**config.mk**
```make
export PLATFORM = sky130hd
export DESIGN_NAME = dbgk_div
export DESIGN_NICKNAME = d
export VERILOG_FILES = /design/src/design/dbgk_pkg.sv /design/src/design/dbgk_div.sv
export SDC_FILE = /design/constraint.sdc
export NUM_CORES = 2
export LEC_CHECK = 0
export BUFFER_PORTS_ARGS = -buffer_cell sky130_fd_sc_hd__buf_2
export CAP_MARGIN = 5
export CORE_MARGIN = 1
export CORE_UTILIZATION = 30
export DETAILED_ROUTE_END_ITERATION = 8
export GPL_TIMING_DRIVEN = 0
export HOLD_SLACK_MARGIN = 0.05
export PLACE_DENSITY_LB_ADDON = 0.25
export SYNTH_ARGS = -nofsm -noshare
export SYNTH_HDL_FRONTEND = slang
export SYNTH_SLANG_ARGS = --single-unit
```
**constraint.sdc**
```tcl
create_clock -name clk -period 5.1 [get_ports clk]
set_clock_uncertainty 0.05 [all_clocks]
set_input_delay 1.02 -clock clk [delete_from_list [all_inputs] [get_ports clk]]
set_output_delay 1.02 -clock clk [all_outputs]
set_load 0.02 [all_outputs]
```
**src/design/dbgk_pkg.sv**
```systemverilog
package dbgk_pkg;

  localparam int FRAC_BITS = 16;
  localparam int NDIR      = 9;
  localparam int POP_W     = 18;
  localparam int RHO_W     = 22;
  localparam int MOM_W     = 21;
  localparam int VEL_W     = 17;
  localparam int DEN_W     = 18;
  localparam int RATE_W    = 17;
  localparam int UU_W      = 35;
  localparam int QUO_BITS  = 18;
  localparam int DIV_W     = 40;

  localparam logic [RATE_W-1:0] RATE_RESET = 17'd128503;

  // Pipeline stage numbers, counted in clock edges after an item is taken.
  localparam int ST_LANE_IN  = 22;
  localparam int ST_LANE_OUT = 30;
  localparam int ST_OUT      = 31;

  // Rounded-up 2^32 / 9, used to divide by nine with one correction step.
  localparam logic signed [30:0] RECIP9 = 31'sd477218589;

  localparam logic signed [VEL_W-1:0] VEL_MAX = 17'sd65535;
  localparam logic signed [VEL_W-1:0] VEL_MIN = -17'sd65536;

  typedef logic signed [POP_W-1:0] pop_t;
  typedef logic signed [RHO_W-1:0] rho_t;
  typedef logic signed [MOM_W-1:0] mom_t;
  typedef logic signed [VEL_W-1:0] vel_t;
  typedef logic signed [UU_W-1:0]  uu_t;
  typedef logic [DEN_W-1:0]        den_t;
  typedef logic [RATE_W-1:0]       rate_t;
  typedef logic [3:0]              dir_idx_t;
  typedef logic signed [1:0]       dir_t;
  typedef pop_t                    pops_t [NDIR];

  function automatic dir_t dir_x(input dir_idx_t idx);
    dir_t r;
    case (idx)
      4'd1, 4'd5, 4'd8: r = 2'sd1;
      4'd3, 4'd6, 4'd7: r = -2'sd1;
      default:          r = 2'sd0;
    endcase
    return r;
  endfunction

  function automatic dir_t dir_y(input dir_idx_t idx);
    dir_t r;
    case (idx)
      4'd2, 4'd5, 4'd6: r = 2'sd1;
      4'd4, 4'd7, 4'd8: r = -2'sd1;
      default:          r = 2'sd0;
    endcase
    return r;
  endfunction

  // Weight 16/36, 4/36 or 1/36 folded into a right shift before the divide by nine.
  function automatic logic [4:0] weight_shift(input dir_idx_t idx);
    logic [4:0] r;
    case (idx)
      4'd0:                      r = 5'd14;
      4'd1, 4'd2, 4'd3, 4'd4:    r = 5'd16;
      default:                   r = 5'd18;
    endcase
    return r;
  endfunction

  function automatic pop_t sat_pop(input logic signed [32:0] v);
    pop_t r;
    if (v > 33'sd131071) begin
      r = 18'sd131071;
    end else if (v < -33'sd131072) begin
      r = -18'sd131072;
    end else begin
      r = v[POP_W-1:0];
    end
    return r;
  endfunction

endpackage

```
**src/design/dbgk_div.sv**
```systemverilog
module dbgk_div
  import dbgk_pkg::*;
(
  input  logic clk,
  input  logic en,
  input  mom_t num,
  input  rho_t den,
  output vel_t quo
);

  logic [RHO_W-1:0]    d_abs;
  logic [MOM_W-1:0]    a_abs;
  logic [DIV_W-1:0]    n_r [QUO_BITS+1];
  logic [RHO_W-1:0]    d_r [QUO_BITS+1];
  logic [QUO_BITS-1:0] q_r [QUO_BITS+1];
  logic                neg_r [QUO_BITS+1];
  logic                zero_r [QUO_BITS+1];
  logic                big_r [QUO_BITS+1];
  logic [QUO_BITS:0]   mag;
  vel_t                quo_nxt;
  vel_t                quo_r;

  always_comb begin
    d_abs = den[RHO_W-1] ? RHO_W'(-den) : RHO_W'(den);
    a_abs = num[MOM_W-1] ? MOM_W'(-num) : MOM_W'(num);
  end

  always_ff @(posedge clk) begin
    if (en) begin
      n_r[0]    <= DIV_W'({a_abs, 16'b0});
      d_r[0]    <= d_abs;
      q_r[0]    <= '0;
      neg_r[0]  <= num[MOM_W-1] ^ den[RHO_W-1];
      zero_r[0] <= (den == '0);
      big_r[0]  <= (24'(a_abs) >= {d_abs, 2'b00});
    end
  end

  for (genvar k = 0; k < QUO_BITS; k++) begin : g_step
    logic [DIV_W-1:0] trial;
    logic             ge;
    always_comb begin
      trial = DIV_W'(d_r[k]) << (QUO_BITS - 1 - k);
      ge    = (n_r[k] >= trial);
    end
    always_ff @(posedge clk) begin
      if (en) begin
        n_r[k+1]    <= ge ? n_r[k] - trial : n_r[k];
        q_r[k+1]    <= {q_r[k][QUO_BITS-2:0], ge};
        d_r[k+1]    <= d_r[k];
        neg_r[k+1]  <= neg_r[k];
        zero_r[k+1] <= zero_r[k];
        big_r[k+1]  <= big_r[k];
      end
    end
  end

  always_comb begin
    mag = (QUO_BITS+1)'(q_r[QUO_BITS]) + (QUO_BITS+1)'(n_r[QUO_BITS] != '0);
    if (zero_r[QUO_BITS]) begin
      quo_nxt = '0;
    end else if (!neg_r[QUO_BITS]) begin
      if (big_r[QUO_BITS] || q_r[QUO_BITS] > 18'd65535) begin
        quo_nxt = VEL_MAX;
      end else begin
        quo_nxt = VEL_W'(q_r[QUO_BITS]);
      end
    end else begin
      if (big_r[QUO_BITS] || mag > 19'd65536) begin
        quo_nxt = VEL_MIN;
      end else begin
        quo_nxt = VEL_W'(-$signed({1'b0, mag}));
      end
    end
  end

  always_ff @(posedge clk) begin
    if (en) begin
      quo_r <= quo_nxt;
    end
  end

  assign quo = quo_r;

endmodule

```
# After elaboration in Yosys (flattened, before gate mapping)
# Memories as Yosys holds them, arrays and structs flattened.
# Cells that the tools add are included.
# op_classes
addsub,22
magnitude_cmp,21
n_mux,25
n_reduce_logical,4
n_bitwise,1
# op_table
op,n
$mux 40,18
$mux 17,3
$ge 40x22->1,1
$ge 40x23->1,1
$ge 40x24->1,1
$ge 40x25->1,1
$ge 40x26->1,1
$ge 40x27->1,1
$ge 40x28->1,1
$ge 40x29->1,1
$ge 40x30->1,1
$ge 40x31->1,1
$ge 40x32->1,1
$ge 40x33->1,1
$ge 40x34->1,1
$ge 40x35->1,1
$ge 40x36->1,1
$ge 40x37->1,1
$ge 40x38->1,1
$ge 40x39->1,1
$reduce_bool 40->1,1
$sub 40x22->40,1
$sub 40x23->40,1
$sub 40x24->40,1
other kinds (28),30
# totals
word_cells,80
register_bits,17
ram_bits,1577
out_inout_bits,17
memories,6
in_bits,45
# mem_list
name,words,width,rd,rd_clocked_by_memory_dff,wr,line,rtl
n_r,19,40,19,0,19,dbgk_div.sv:13,logic [DIV_W-1:0] n_r [QUO_BITS+1];
d_r,19,22,18,0,19,dbgk_div.sv:14,logic [RHO_W-1:0] d_r [QUO_BITS+1];
q_r,19,18,19,0,19,dbgk_div.sv:15,logic [QUO_BITS-1:0] q_r [QUO_BITS+1];
big_r,19,1,19,0,19,dbgk_div.sv:18,logic big_r [QUO_BITS+1];
neg_r,19,1,19,0,19,dbgk_div.sv:16,logic neg_r [QUO_BITS+1];
zero_r,19,1,19,0,19,dbgk_div.sv:17,logic zero_r [QUO_BITS+1];

# Logic depth before layout (Yosys ltp)
# An unclocked memory read counts as a cell.
# depth
depth_word,7
ltp_mapped,16

# Worst setup path after synthesis
# No wires, ideal clock.
# synth_path
kind,input port to flip-flop
startpoint,input port den[6]
endpoint,"memory big_r[0], data pin"
path_buffers,0
arrival_time_ns,4.034
setup_slack_ns,0.754
setup_time_ns,0.262
stages,16
cell_sequence,or4_1 > or3_1 > or3_1 > or3_1 > nand2_1 > xnor2_1 > inv_1 > ha_1 > a21oi_1 > nor2b_1 > o21ai_0 > nand2_1 > a211oi_1 > o21ai_0 > a31oi_1 > nor4_1
# synth_rtl
element,line,rtl
from (decl),dbgk_div.sv:7,"input rho_t den,"
to (decl),dbgk_div.sv:18,

==> impl_metrics.csv <==
group,metric,value,unit
status,status,"finished, violations left",
status,violations,"design-rule violations",
drt,via_count,46800,
critical_path,r2r_cells,15,
critical_path,r2r-start,"n_r[18][31]",
clock_tree,tritoncts,"built",
global_route,grt_max_degree,180,
critical_path,startpoint,"n_r[18][31]",
power,power_per_cell_area,517,mW/mm^2
placed_design,post-dp-hpwl,128000,um
clock_tree,numCtsBuffers,143,
sta,tightest_slew,1.15,ns
floorplanning,die_w,478,um
synthesis,syn-num-nets,6594,
synthesis,synthArstFlopShare,0,
floorplanning,die_height,478,um
placed_design,dp.cells,9173,
placed_design,gp_congestion,0.903,
sta,post-route-period-util,0.949,
global_route,antenna_found_initial,4,
placed_design,pre_cts_ws,-1.11,ns
clock_tree,cts_buffer_depth,3,
clock_tree,clk_pin_slew,0.06,ns
synthesis,synth_top_family_by_area,"compound AO/OA/AOI/OAI gates",
clock_tree,clk_latency,0.77,ns
global_route,grtUsageTotal,0.146,
global_route,grt_first_pass_wirelength,264000,um
synthesis,synth_simple_gate_area_frac,0.118,
critical_path,criticalPathCategory,"flop to flop",
synthesis,synthesis.area,0.0681,mm^2
floorplanning,io_pins,62,
synthesis,synth_compound_area_frac,0.140,
sta,hold_slack,0.345,ns
synthesis,synth_edf_count,1230,
critical_path,setup.worst_path.end_class,"flop",
final_layout,fillers,22600,
run,maxCapViolCount,0,
final_layout,final_cells,9439,
global_route,overflow,0,
power,ir_worst_vdd,0.000322,V
drt,avgViaCountPerCell,4.96,
final_layout,design_area,0.0771,mm^2
critical_path,required,5.65,ns
synthesis,ys_types,93,
sta,fin_setup_tns,0,ns
power,power,39.9,mW
critical_path,startpoint_type,"flop",
final_layout,layout-drive-gt1-share,0.0676,
synthesis,synth.mux.area_fraction,0.0135,
sta,setup_ws,0.262,ns
floorplanning,rows,174,
final_layout,synthToLayoutAreaGrowth,13.3,%
power,p_leak,29.3,nW
floorplanning,core_area,0.225,mm^2
synthesis,yosys_warnings,0,
synthesis,synth_xor_area_frac,0.0657,
synthesis,synth_ff_type,"edfxtp_1",
drt,wl_per_cell,18.0,um
placed_design,io_buffer_count,61,
final_layout,nets,6810,
critical_path,arrival,5.39,ns
sta,setup_viol,0,
synthesis,syn_avg_cell_area,11.1,um^2
critical_path,worstSetupEndpoint,"quo[3]",
clock_tree,cts-root-buf,"clkbuf_16",
global_route,grt_pass1_vias,45400,
critical_path,regToRegSetupSlack,0.26,ns
synthesis,netlist_instances,6113,
clock_tree,cts.htree.levels,4,
final_layout,fin_util,0.343,
clock_tree,clock_sinks,1230,
sta,hold_viol,0,
sta,slew_violations,0,
clock_tree,holdBufCountCts,0,
final_layout,final_cell_mix,"1230 x edfxtp_1, 554 x inv_1, 497 x nand2_1",
drt,drcViolationCount,6,
floorplanning,initial_utilization,0.302,
sta,fin_crit,4.84,ns
worst_hold_path,hold_path_class,"flop to flop",
synthesis,seq_area_frac_synth,0.543,
sta,slew_headroom,0.233,
floorplanning,die_area,0.229,mm^2
drt,drt-initial-drc-count,3529,
critical_path,r2r_end,"quo[3]",
drt,first_pass_iters,8,
placed_design,post_dp_cell_area,0.0723,mm^2
drt,ant_nets,0,
drt,route.final.wire_length,170000,um
critical_path,cp_max_fo,10,
final_layout,final_common_cell,"edfxtp_1",
sta,max_freq,207,MHz
synthesis,ys_ff_latch,1230,
synthesis,synth_adder_area_share,0.0821,
[cells in the mapped netlist (all sizes together) (10+ instances only)]
cell type / n / share of area
clkbuf: 108 / 0.0060
or4: 22 / 0.0025
fa: 18 / 0.0053
o311ai: 13 / 0.0018
nand4: 66 / 0.0061
o21bai: 45 / 0.0050
or3: 58 / 0.0055
a21oi: 446 / 0.033
nor3b: 22 / 0.0024
a21o: 172 / 0.019
xnor2: 257 / 0.033
mux2: 71 / 0.012
nor4: 68 / 0.0065
o31ai: 60 / 0.0068
and3: 34 / 0.0031
and2: 24 / 0.0022
nor3: 133 / 0.0099
o31a: 18 / 0.0023
a31o: 14 / 0.0018
ha: 418 / 0.077
nor2b: 58 / 0.0053
a211oi: 49 / 0.0055
o41ai: 18 / 0.0023
a2111oi: 15 / 0.0021
nor4b: 13 / 0.0018
a311oi: 12 / 0.0018
o21a: 58 / 0.0064
a31oi: 40 / 0.0037
edfxtp: 1230 / 0.54
xor2: 254 / 0.033
nor2: 397 / 0.022
nand3: 102 / 0.0075
inv: 554 / 0.031
o221ai: 10 / 0.0013
nand3b: 12 / 0.0013
nand2: 498 / 0.027
o211ai: 17 / 0.0019
o21ai: 430 / 0.032
or2: 20 / 0.0018
a211o: 17 / 0.0022
nand2b: 84 / 0.0077
mux2i: 11 / 0.0016
a21boi: 21 / 0.0023
buf: 20 / 0.0015
[registers in the layout, summed over array words and instances, names as in the netlist]
register  flops
n_r         589
d_r         396
q_r         171
big_r        19
neg_r        19
zero_r       19
quo          17
[worst min-delay path by stage]
| stage | start | endpoint | cells past startpoint |
|---|---|---|---|
| floorplan | big_r[9] | big_r[10] | 0 |
| finish | q_r[12][4] | q_r[13][5] | 0 |
| global placement | q_r[12][5] | q_r[13][6] | 0 |
| global route | q_r[11][4] | q_r[12][5] | 0 |
| CTS | q_r[12][4] | q_r[13][5] | 0 |
| detailed placement | neg_r[16] | neg_r[17] | 0 |
[area by class of cell]
cell class,instances,area [um^2],share of cell area
multi-input combinational,4200,28600,0.371
buffer,128,512,0.00663
inverter,555,2080,0.0270
timing repair buffer,71,533,0.00691
clock buffer,173,3780,0.0490
tap,2992,3740,0.0485
sequential,1230,36900,0.479
antenna,2,5.00,0.0000649
clock inverter,88,908,0.0118
[timing repair]
| item | CTS | global route |
|---|---|---|
| resized for setup | 10 | 10 |
| buffers inserted | 0 | 2 |
| pin swaps | 1 | 1 |
| setup endpoints to repair | 15 | 24 |
[cells by family after synthesis]
logic type	Yosys count
and+or+nand+nor	1645
muxes	82
AOI/OAI and AO/OA	1526
DFF	1230
xor gates and xnor gates	511
buffers and inverters	683
adders and majority gates	436
[worst max-delay path: stages, from the launching register on]
cell and delay, ns:
edfxtp_1 0.42, nor4_4 0.41, nand4_1 0.21, or3_1 0.49, ha_1 0.24, clkbuf_1 0.23
and3b_1 0.25, nor4b_1 0.36, o221ai_2 0.24, nor3_4 0.31, a41oi_4 0.26, or3b_1 0.50
buf_2 0.23, o21ai_0 0.18, a21oi_1 0.11, nand2_2 0.19
[power breakdown]
| part | total (mW) | internal [mW] | leakage (nW) | switching, mW |
|---|---|---|---|---|
| clock | 10.3 | 6.05 | 2.28 | 4.22 |
| sequential | 15.7 | 14.2 | 11.9 | 1.56 |
| combinational | 13.9 | 5.81 | 15.2 | 8.06 |
| total | 39.9 | 26.0 | 29.3 | 13.8 |
[metal layers]
layer / part of all wire / track usage / up-vias / wire (um)
li1: - / - / 23000 / -
met2: 0.47 / 0.241 / 1000 / 79600
met4: 0.021 / 0.0380 / 0 / 3580
met1: 0.46 / 0.200 / 22600 / 78700
met3: 0.045 / 0.0201 / 222 / 7630
met5: 0 / 0 / - / 0
Note: power is estimated with default switching activity, not from simulation.
